==> src/rtl/aptp_pkg.sv <==
package aptp_pkg;

	localparam int SLOTS   = 16;
	localparam int SLOT_W  = 4;
	localparam int TIME_W  = 32;
	localparam int PRIO_W  = 8;
	localparam int SCALE_W = 32;
	localparam int SCORE_W = 64;
	localparam int THR_W   = 36;

	typedef logic [1:0] cmd_t;
	localparam cmd_t CMD_ADMIT   = 2'd0;
	localparam cmd_t CMD_REQUEUE = 2'd1;
	localparam cmd_t CMD_REMOVE  = 2'd2;
	localparam cmd_t CMD_PICK    = 2'd3;

	// broadcast to every cell
	typedef struct packed {
		logic              upd;
		cmd_t              cmd;
		logic [SLOT_W-1:0] slot;
		logic [PRIO_W-1:0] prio;
		logic [TIME_W-1:0] now;
		logic [SCALE_W-1:0] scale;
	} cell_ctrl_t;

	// best-so-far handed from cell to cell
	typedef struct packed {
		logic               have;
		logic [SCORE_W-1:0] best;
		logic [SLOT_W-1:0]  win;
	} chain_t;

endpackage

==> src/rtl/aptp_cell.sv <==
module aptp_cell #(
	parameter logic [3:0] IDX = 4'd0
) (
	input  logic                clk,
	input  logic                arst_n,
	input  aptp_pkg::cell_ctrl_t ctrl,
	input  aptp_pkg::chain_t    chain_in,
	output aptp_pkg::chain_t    chain_out
);
	import aptp_pkg::*;

	logic               ready_q;
	logic [PRIO_W-1:0]  prio_q;
	logic [TIME_W-1:0]  last_q;
	logic [SCORE_W-1:0] score_q;
	logic [TIME_W:0]    diff;
	logic [PRIO_W+SCALE_W-1:0] prod;
	chain_t             chain_q;

	assign diff = {1'b0, ctrl.now} - {1'b0, last_q};
	assign prod = prio_q * ctrl.scale;

	// slot state
	always_ff @(posedge clk or negedge arst_n) begin
		if (!arst_n) begin
			ready_q <= 1'b0;
			prio_q  <= '0;
			last_q  <= '0;
		end else if (ctrl.upd && ctrl.slot == IDX) begin
			case (ctrl.cmd)
				CMD_ADMIT: begin
					ready_q <= 1'b1;
					prio_q  <= ctrl.prio;
					last_q  <= '0;
				end
				CMD_REQUEUE: ready_q <= 1'b1;
				CMD_REMOVE:  ready_q <= 1'b0;
				CMD_PICK: begin
					ready_q <= 1'b0;
					last_q  <= ctrl.now;
				end
				default: ready_q <= ready_q;
			endcase
		end
	end

	// score wraps at 64 bits; a negative difference sign-extends
	always_ff @(posedge clk) begin
		score_q <= {{(SCORE_W-TIME_W-1){diff[TIME_W]}}, diff}
			+ {{(SCORE_W-PRIO_W-SCALE_W){1'b0}}, prod};
	end

	always_ff @(posedge clk or negedge arst_n) begin
		if (!arst_n) begin
			chain_q <= '0;
		end else if (ready_q && (!chain_in.have || score_q > chain_in.best)) begin
			chain_q.have <= 1'b1;
			chain_q.best <= score_q;
			chain_q.win  <= IDX;
		end else begin
			chain_q <= chain_in;
		end
	end

	assign chain_out = chain_q;

endmodule

==> config.mk <==
export PLATFORM = sky130hd
export DESIGN_NAME = aptp_cell
export DESIGN_NICKNAME = d
export VERILOG_FILES = /design/src/rtl/aptp_pkg.sv /design/src/rtl/aptp_cell.sv
export SDC_FILE = /design/constraint.sdc
export NUM_CORES = 1
export LEC_CHECK = 0
export BUFFER_PORTS_ARGS = -buffer_cell sky130_fd_sc_hd__buf_2
export CORE_ASPECT_RATIO = 1.2
export CORE_MARGIN = 5
export CORE_UTILIZATION = 41
export CTS_CLUSTER_DIAMETER = 150
export DETAILED_ROUTE_END_ITERATION = 8
export PLACE_DENSITY = 0.59
export SYNTH_ARGS = -nofsm -noshare
export SYNTH_HDL_FRONTEND = slang
export SYNTH_SLANG_ARGS = --single-unit
export TNS_END_PERCENT = 30
==> constraint.sdc <==
create_clock -name clk -period 7.8 [get_ports clk]
set_input_delay 0 -clock clk [delete_from_list [all_inputs] [get_ports clk]]
set_output_delay 0 -clock clk [all_outputs]
set_load 0.05 [all_outputs]
* Word level (Yosys, flattened, before mapping) *
Cells that the tools add are included.

operators by class
  add/subtract/negate cells = 2
  $mul = 1
  order comparisons = 1
  equality and inequality tests = 3
  mux-type cells = 3
  reduce and logical (&&, ||, !) cells = 11

operators by type and width
  cell                                                              number
  69-bit 2-to-1 mux                                                 1
  64-bit greater-than comparator                                    1
  32-bit one-hot mux with 2 select lines                            1
  33-bit by 41-bit adder with 42-bit output                         1
  8-bit by 32-bit multiplier with 40-bit output                     1
  32-bit by 32-bit subtractor with 33-bit output                    1
  2-bit == test (second input constant)                             2
  4-bit zero test                                                   1
  2-bit AND reduction                                               2
  2-bit OR reduction                                                2
  2-bit by 1-bit == test with 1-bit output (second input constant)  1
  1-bit logical AND                                                 2
  2-bit zero test                                                   1
  1-bit one-hot mux with 2 select lines                             1
  2-bit nonzero test                                                1
  1-bit zero test                                                   1
  1-bit logical OR                                                  1

word-level totals
  register bits = 152
  input bits = 150

* Logic depth before layout (Yosys ltp) *
Gate-level depths: netlist of run 1.

  depth in word-level cells = 4
  depth in mapped cells = 31
  mapped depth without buffers = 28

* Worst setup path after synthesis of run 1 *
No wires, ideal clock.

  kind = register -> register
  start point = register prio_q[7]
  end point = register score_q[38]
  library setup time = 0.119 ns
  arrival = 6.389 ns
  data required time = 7.681 ns
  slack = 1.291 ns
  stages on the path, launching flop included = 27
  period minus slack after synthesis = 6.509 ns
  cells stage by stage = dfrtp_1 > clkbuf_1 > nand2_1 > fa_1 > fa_1 > inv_1 > fa_1 > inv_1 > fa_1 > inv_1 > ha_1 > nand3_1 > o2111ai_1 > a21o_1 > a31o_2 > a21oi_1 > o21bai_1 > a21oi_1 > xnor2_1 > ha_1 > clkbuf_1 > nand4_1 > a221oi_1 > a32oi_2 > o31a_4 > o311a_1 > xnor2_1

on the way
  longest elaborated chain between the ends = 2

RTL lines
  item                                           line             RTL
  from (decl)                                    aptp_cell.sv:13  logic [PRIO_W-1:0] prio_q;
  from (signal assigned)                         aptp_cell.sv:33  prio_q <= ctrl.prio;
  8-bit by 32-bit multiplier with 40-bit output  aptp_cell.sv:21  assign prod = prio_q * ctrl.scale;
  33-bit by 41-bit adder with 42-bit output      aptp_cell.sv:50  + {{(SCORE_W-PRIO_W-SCALE_W){1'b0}}, prod};
  to (signal assigned)                           aptp_cell.sv:49  score_q <= {{(SCORE_W-TIME_W-1){diff[TIME_W]}}, diff}
  to (decl)                                      aptp_cell.sv:15  logic [SCORE_W-1:0] score_q;

No other way between the ends.
A chain may end at the register's enable or synchronous reset.

* Worst setup path in the final report of run 1 *
  start point = register prio_q[5]
  end point = register score_q[34]

Same word-level chain as after synthesis.

==> qor.yml, run 1 <==
status: "complete, no violations"
period_share_pct: 92.0
ff2ff_setup_slack_ns: 0.62
finClkSkew_ns: 0.0111
synth_top_area_share_pct: 19.6
cap_violations: 0
crit_fanout: 22
diodes: 0
grt-ovfl-total: 0
required_ns: 8.18
cts_max_level: 4
vias_per_cell: 5.04
rsz0062_at_grt: "false"
leakage_nw: 11.2
numPortBuffers: 218
synthArstFlopShare_pct: 72.4
worst_pin_slew_ns: 1.22
hold_start: "ctrl[0]"
post-route-util_pct: 48.9
cts_setup_buffers: 0
pwr_density_cell_nw_per_um2: 389
dp_hpwl_mm: 38.4
period_needed_ns: 7.18
synthesis.nets: 2588
fmax_ghz: 0.139
fin_setup_tns_ns: 0
drt-total-wl_mm: 48.3
dr.pass1.iters: 5
ant_nets: 0
r2r_start: "prio_q[5]"
synth-simple-area-share_pct: 15.1
wl_met2_mm: 23.5
final_common_cell: "inv_1"
finalWeightedCongestion: 0.886
hold_violations: 0
die_area_um2: 49700
rows: 85
syn_to_final_growth_pct: 18.1
wl_met3_mm: 2.03
syn-instance-count: 2056
synthFlopType: "dfrtp_1"
coreArea_um2: 44900
insertion_delay_ns: 0.45
syn_area_um2: 18600
grt_pass1_wl_mm: 80.1
wl_per_cell_um: 16.2
hold_class: "input pin to flop"
synth_top_family_by_area: "adder cells"
synth-seq-cells: 152
die_height_um: 243
cp.arrival_ns: 7.56
grt_max_degree: 69
muxShareOfSynthArea_pct: 4.80
critPathCaptureType: "flop"
drc_errors: 0
ys_types: 74
layout.nets: 2884
critical_path_class: "flop to flop"
die_x_um: 204
io-pin-count: 219
max-slew-margin-rel_pct: 18.4
yosys.area.top_type: "fa_1"
drt-initial-drc-count: 532
cts_root_buf: "clkbuf_16"
cts_buffers: 17
drv_slew: 0
antenna_found_initial: 0
ys_warn_count: 0
setup_violations: 0
top_layer: "met4"
clk_pin_slew_ns: 0.07
avgSynthCellArea_um2: 9.04
drive_above_1_share_pct: 15.1
grt_pass1_vias: 16000
synth_edf_count: 0
crit_start: "prio_q[5]"
critPathLaunchType: "flop"
start_util_pct: 41.4
yosysSeqAreaShare_pct: 19.3
synth-xor-area-share_pct: 4.43
synth_area_leaders: "fa_1 20%, dfrtp_1 15%, ha_1 13%"
vdd_drop_max_mv: 0.220
vias: 15000
cts.sinks: 152
clockBufferDepth: 2
grt_usage_pct: 19.6
cts_tree: "done"
final_cell_mix: "345 x inv_1, 217 x buf_2, 200 x ha_1"
synth_fa_ha_area_share_pct: 33.1
synth_compound_area_share_pct: 14.9
wirelength_met1_mm: 22.0
[routing by layer]
layer  track usage (%)  vias up
li1                  -     7402
met1              25.8     7218
met2              34.1      339
met3              2.60       43
met4              4.83        0
met5                 0        -
[synthesized netlist by cell type (3+ instances only)]
cell and count:
a31o_2 3, o31ai_1 3, a211o_1 7, o21ai_0 90
o311ai_0 3, a221oi_1 4, dfxtp_1 42, nand2_1 118
nor2_1 57, a41oi_1 5, and4_1 4, a31oi_1 11
o22a_1 3, or3_1 4, nand4_1 31, nand3_1 54
mux2_2 57, o21a_1 16, inv_1 345, nor2b_1 17
buf_6 3, o31a_1 3, and2_1 188, fa_1 182
nor3_1 19, nand2b_1 9, mux2_4 16, xnor2_1 66
a211oi_1 13, clkbuf_1 53, a21boi_0 3, xor2_1 28
and3_1 14, o21bai_1 20, a21oi_1 110, dfrtp_1 110
ha_1 200, a21o_1 88, nor4_1 7, o211ai_1 5
buf_2 5
[registers in the layout, indices dropped and copies added (netlist names)]
name	count
last_q	32
prio_q	8
score_q	42
ready_q	1
chain_out	69
[repair_timing]
action                     CTS  global route
hold buffers               111             0
setup endpoints to repair    0             9
gates resized for setup      0             1
hold endpoints to repair   157             0
[cell families (layout without fill, tap and decap cells)]
group / after synthesis / count (layout)
xor gates and xnor gates: 94 / 94
buffers and inverters: 407 / 716
AOI/OAI and AO/OA: 418 / 418
DFF: 152 / 152
and+or+nand+nor: 529 / 529
adders and majority gates: 382 / 382
muxes: 74 / 74
[per-stage QoR]
step	setup WS (ns)	hold slack [ns]	cells	total power, W	cell area, um^2
after floorplan	1.29	-0.296	2056	0.00622	18600
after global placement	0.486	0.0712	2831	0.00761	20300
after detailed placement	0.378	0.0914	2831	0.00768	20300
after CTS	0.308	0.0643	2974	0.00861	21900
after global routing	0.102	0.111	2974	0.00942	21900
final	0.624	0.0829	2974	0.00854	21900
[cell type report]
cell class                 instances  area, um^2
multi-input combinational       1497       13400
fill                            4363       22900
inverter                         345        1290
sequential                       152        3590
clock buffer                      19         453
clock inverter                    13         118
tap                              609         762
timing repair buffer             339        2280
[power by group]
part           switching [W]  leakage (nW)  internal, W  total (W)
sequential          0.000154          1.65      0.00114    0.00129
clock               0.000361         0.281     0.000459   0.000820
combinational        0.00383          9.30      0.00259    0.00642
total                0.00435          11.2      0.00419    0.00854
[worst paths after layout]
kind                       depth (start not counted)       endpoint
min reg2reg                                        1  chain_out[39]
max in group asynchronous                          3      prio_q[3]
min in group asynchronous                          2      last_q[3]
max reg2reg                                       26    score_q[34]
min                                                3     score_q[0]
max                                               26    score_q[34]
[worst max-delay path, stage by stage, from the launching register on]
cell       delay (ns)
dfrtp_1          0.58
buf_4            0.35
and2_1           0.20
fa_1             0.45
fa_1             0.52
fa_1             0.54
inv_1            0.05
fa_1             0.53
inv_1            0.04
ha_1             0.37
and3_1           0.23
and3_1           0.17
o2111ai_1        0.10
o21ai_0          0.26
a221oi_1         0.43
o21bai_1         0.10
a21oi_1          0.18
xnor2_1          0.16
ha_1             0.34
nand3_1          0.18
o221ai_1         0.17
nor2b_1          0.16
nor3_1           0.19
o31a_4           0.21
a21oi_2          0.09
a2111o_1         0.42
nand4_1          0.07
No activity file was read; power rests on OpenSTA's default activity.
==> inputs of run 2 (changes only) <==
--- a/config.mk
+++ b/config.mk
@@ -5,13 +5,13 @@
 export SDC_FILE = /design/constraint.sdc
 export NUM_CORES = 1
 export LEC_CHECK = 0
-export BUFFER_PORTS_ARGS = -buffer_cell sky130_fd_sc_hd__buf_2
 export CORE_ASPECT_RATIO = 1.2
 export CORE_MARGIN = 5
 export CORE_UTILIZATION = 41
 export CTS_CLUSTER_DIAMETER = 150
 export DETAILED_ROUTE_END_ITERATION = 8
-export PLACE_DENSITY = 0.59
+export DONT_BUFFER_PORTS = 1
+export PLACE_DENSITY = 0.54
 export SYNTH_ARGS = -nofsm -noshare
 export SYNTH_HDL_FRONTEND = slang
 export SYNTH_SLANG_ARGS = --single-unit
==> qor.yml, run 2 (synthesis results as in run 1) <==
die_height_um: 243  # unchanged
intPower_w: 0.00411  # -1.9%
critPathLaunchType: "flop"
cpPeakStageDelay_ns: 0.76  # +0.18 ns
cts_buffers: 17  # unchanged
nFillCells: 4428  # +1.5%
die_x_um: 204  # unchanged
drv_slew: 0  # unchanged
cts.sinks: 152  # unchanged
path_buf_inv: 3  # unchanged
fmax_ghz: 0.138  # -0.69%
critical_path_class: "flop to flop"
ant_nets: 0  # unchanged
pwr_density_cell_nw_per_um2: 402  # +3.3%
whs_ns: 0.178  # +0.0947 ns
cp.arrival_ns: 7.61  # +0.05 ns
multi_input_area_um2: 13400  # unchanged
finClkSkew_ns: 0.0139  # +0.00281 ns
combPwrFrac_pct: 69.1  # -6.2 points
required_ns: 8.18  # about the same
grt-ovfl-total: 0  # unchanged
antenna_found_initial: 0  # unchanged
grt_usage_pct: 19.7  # +0.071 points
place_ws_ns: 0.605  # +0.227 ns
cts_root_buf: "clkbuf_16"
die_area_um2: 49700  # unchanged
cts_setup_buffers: 0  # unchanged
setup_violations: 0  # unchanged
cts_max_level: 4  # unchanged
period_needed_ns: 7.23  # +0.0500 ns
drt-initial-drc-count: 528  # -0.75%
diodes: 0  # unchanged
slowest_stage: "dfrtp_1"
rows: 85  # unchanged
ff_latch_area_um2: 3590  # unchanged
wl_per_cell_um: 17.6  # +8.0%
vias: 14200  # -5.2%
syn_to_final_growth_pct: 12.7
worst_path_most_repeated_cell: "fa_1"
critPathCaptureType: "flop"
largest_register_ffs: 69  # unchanged
clockBufferDepth: 2  # unchanged
coreArea_um2: 44900  # unchanged
grt_pass1_wl_mm: 79.3  # -0.94%
start_util_pct: 41.4  # unchanged
leakage_nw: 10.4  # -7.3%
io-pin-count: 219  # unchanged
numPortBuffers: 0  # -100%
grt_pass1_vias: 15100  # -5.8%
ff2ff_setup_slack_ns: 0.57  # -0.05 ns
vdd_drop_max_mv: 0.210  # -4.5%
clk_pin_slew_ns: 0.07  # about the same
dp_hpwl_mm: 37.3  # -2.7%
hold_violations: 0  # unchanged
cts_tree: "done"
dr.pass1.iters: 5  # unchanged
rsz0062_at_grt: "false"
grt_max_degree: 111  # +61%
drt-total-wl_mm: 48.5  # +0.29%
insertion_delay_ns: 0.45  # about the same
pwr-share-seq_pct: 20.8  # +5.7 points
period_share_pct: 92.6  # +0.64 points
layout.nets: 2671  # -7.4%
clkPwrFrac_pct: 10.1  # +0.5 points
vias_per_cell: 5.15  # +2.1%
fin_setup_tns_ns: 0  # unchanged
final_common_cell: "inv_1"
crit_fanout: 21  # -4.5%
p_total_w: 0.00841  # -1.4%
setup_ws_ns: 0.574  # -0.0500 ns
status: "complete, no violations"
cpLargestDelayFamily: "adder cells"
hold_class: "input pin to flop"
max-slew-margin-rel_pct: 32.1  # +14 points
drive_above_1_share_pct: 6.46  # -8.6 points
cap_violations: 0  # unchanged
p_sw_w: 0.00431  # -0.93%
switching_share_pct: 51.2  # +0.26 points
finalWeightedCongestion: 0.879  # -0.79%
worst_pin_slew_ns: 1.02  # -0.205 ns
drc_errors: 0  # unchanged
final_cell_mix: "345 x inv_1, 200 x ha_1, 188 x and2_1"
[run 2: cell count changes in the layout (fill, tap and decap cells not counted)]
| cell | change |
|---|---|
| buf_2 | -217 |
| dlygate4sd3_1 | +3 |
| inv_6 | -2 |
| buf_16 | +1 |
| bufinv_16 | +1 |
| clkbuf_1 | +1 |
| clkbuf_8 | -1 |
| clkinv_2 | -1 |
| clkinv_4 | +1 |
| inv_8 | +1 |
[run 2: worst reg2reg max path, cell delays in order (launching register included)]
cell	delay [ns]
dfrtp_1	0.76
nand2_1	0.17
fa_1	0.51
fa_1	0.49
inv_1	0.05
fa_1	0.52
inv_1	0.05
fa_1	0.53
inv_1	0.04
ha_1	0.35
nand3_1	0.11
o2111ai_1	0.24
o2111ai_1	0.27
o21ai_0	0.27
a221oi_1	0.43
o21bai_1	0.12
a21oi_1	0.18
xnor2_1	0.18
ha_1	0.35
nand3_1	0.19
o221ai_1	0.17
nor2b_1	0.16
nor3_1	0.21
o31a_4	0.22
a21oi_2	0.09
a2111o_1	0.42
nand4_1	0.07
[run 2: stage by stage]
stage	util, %	std cells	cell area, um^2
floorplan	-	2056	18600
global placement	42.7	2614	19200
detailed placement	42.7	2614	19200
CTS	46.6	2761	20900
global route	46.6	2761	20900
finish	46.6	2761	20900
[run 2: path summary, 6_finish.rpt]
| path | to | cells past startpoint | startpoint |
|---|---|---|---|
| worst min-delay path | last_q[16] | 4 | ctrl[77] |
| max in group asynchronous | prio_q[4] | 2 | arst_n |
| min in group asynchronous | chain_out[14] | 2 | arst_n |
| worst max-delay path | score_q[34] | 26 | prio_q[3] |
| worst min register to register | chain_out[34] | 1 | score_q[30] |
| worst max register to register | score_q[34] | 26 | prio_q[3] |
[run 2: metal layers]
layer | up-vias | part of all wire [%] | global-route usage (%)
li1 | 6978 | - | -
met1 | 6890 | 46 | 26.3
met5 | - | 0 | 0
met4 | 0 | 2.1 | 5.72
met2 | 306 | 47 | 33.0
met3 | 52 | 5.1 | 3.15
[run 2: layout make-up]
class / instances / share of cell area (%)
Sequential cell: 152 / 17.2
Timing Repair Buffer: 126 / 5.98
Clock buffer: 19 / 2.12
Multi-Input combinational cell: 1497 / 64.2
Clock inverter: 13 / 0.693
Tap cell: 609 / 3.64
Inverter: 345 / 6.19
[run 2: repair_timing]
action / in CTS / in global routing
gates resized for setup: 0 / 1
hold endpoints to repair: 221 / 0
hold buffers: 115 / 0
setup endpoints to repair: 0 / 2
[run 2: power by group through the flow]
stage	Clock (W)	Sequential (W)	Combinational [W]
final	0.000849	0.00175	0.00582
after global routing	0.000906	0.00178	0.00659
after CTS	0.000884	0.00175	0.00584
after detailed placement	0	0.00177	0.00574
after global placement	0	0.00176	0.00569
after floorplan	0	0.00169	0.00453
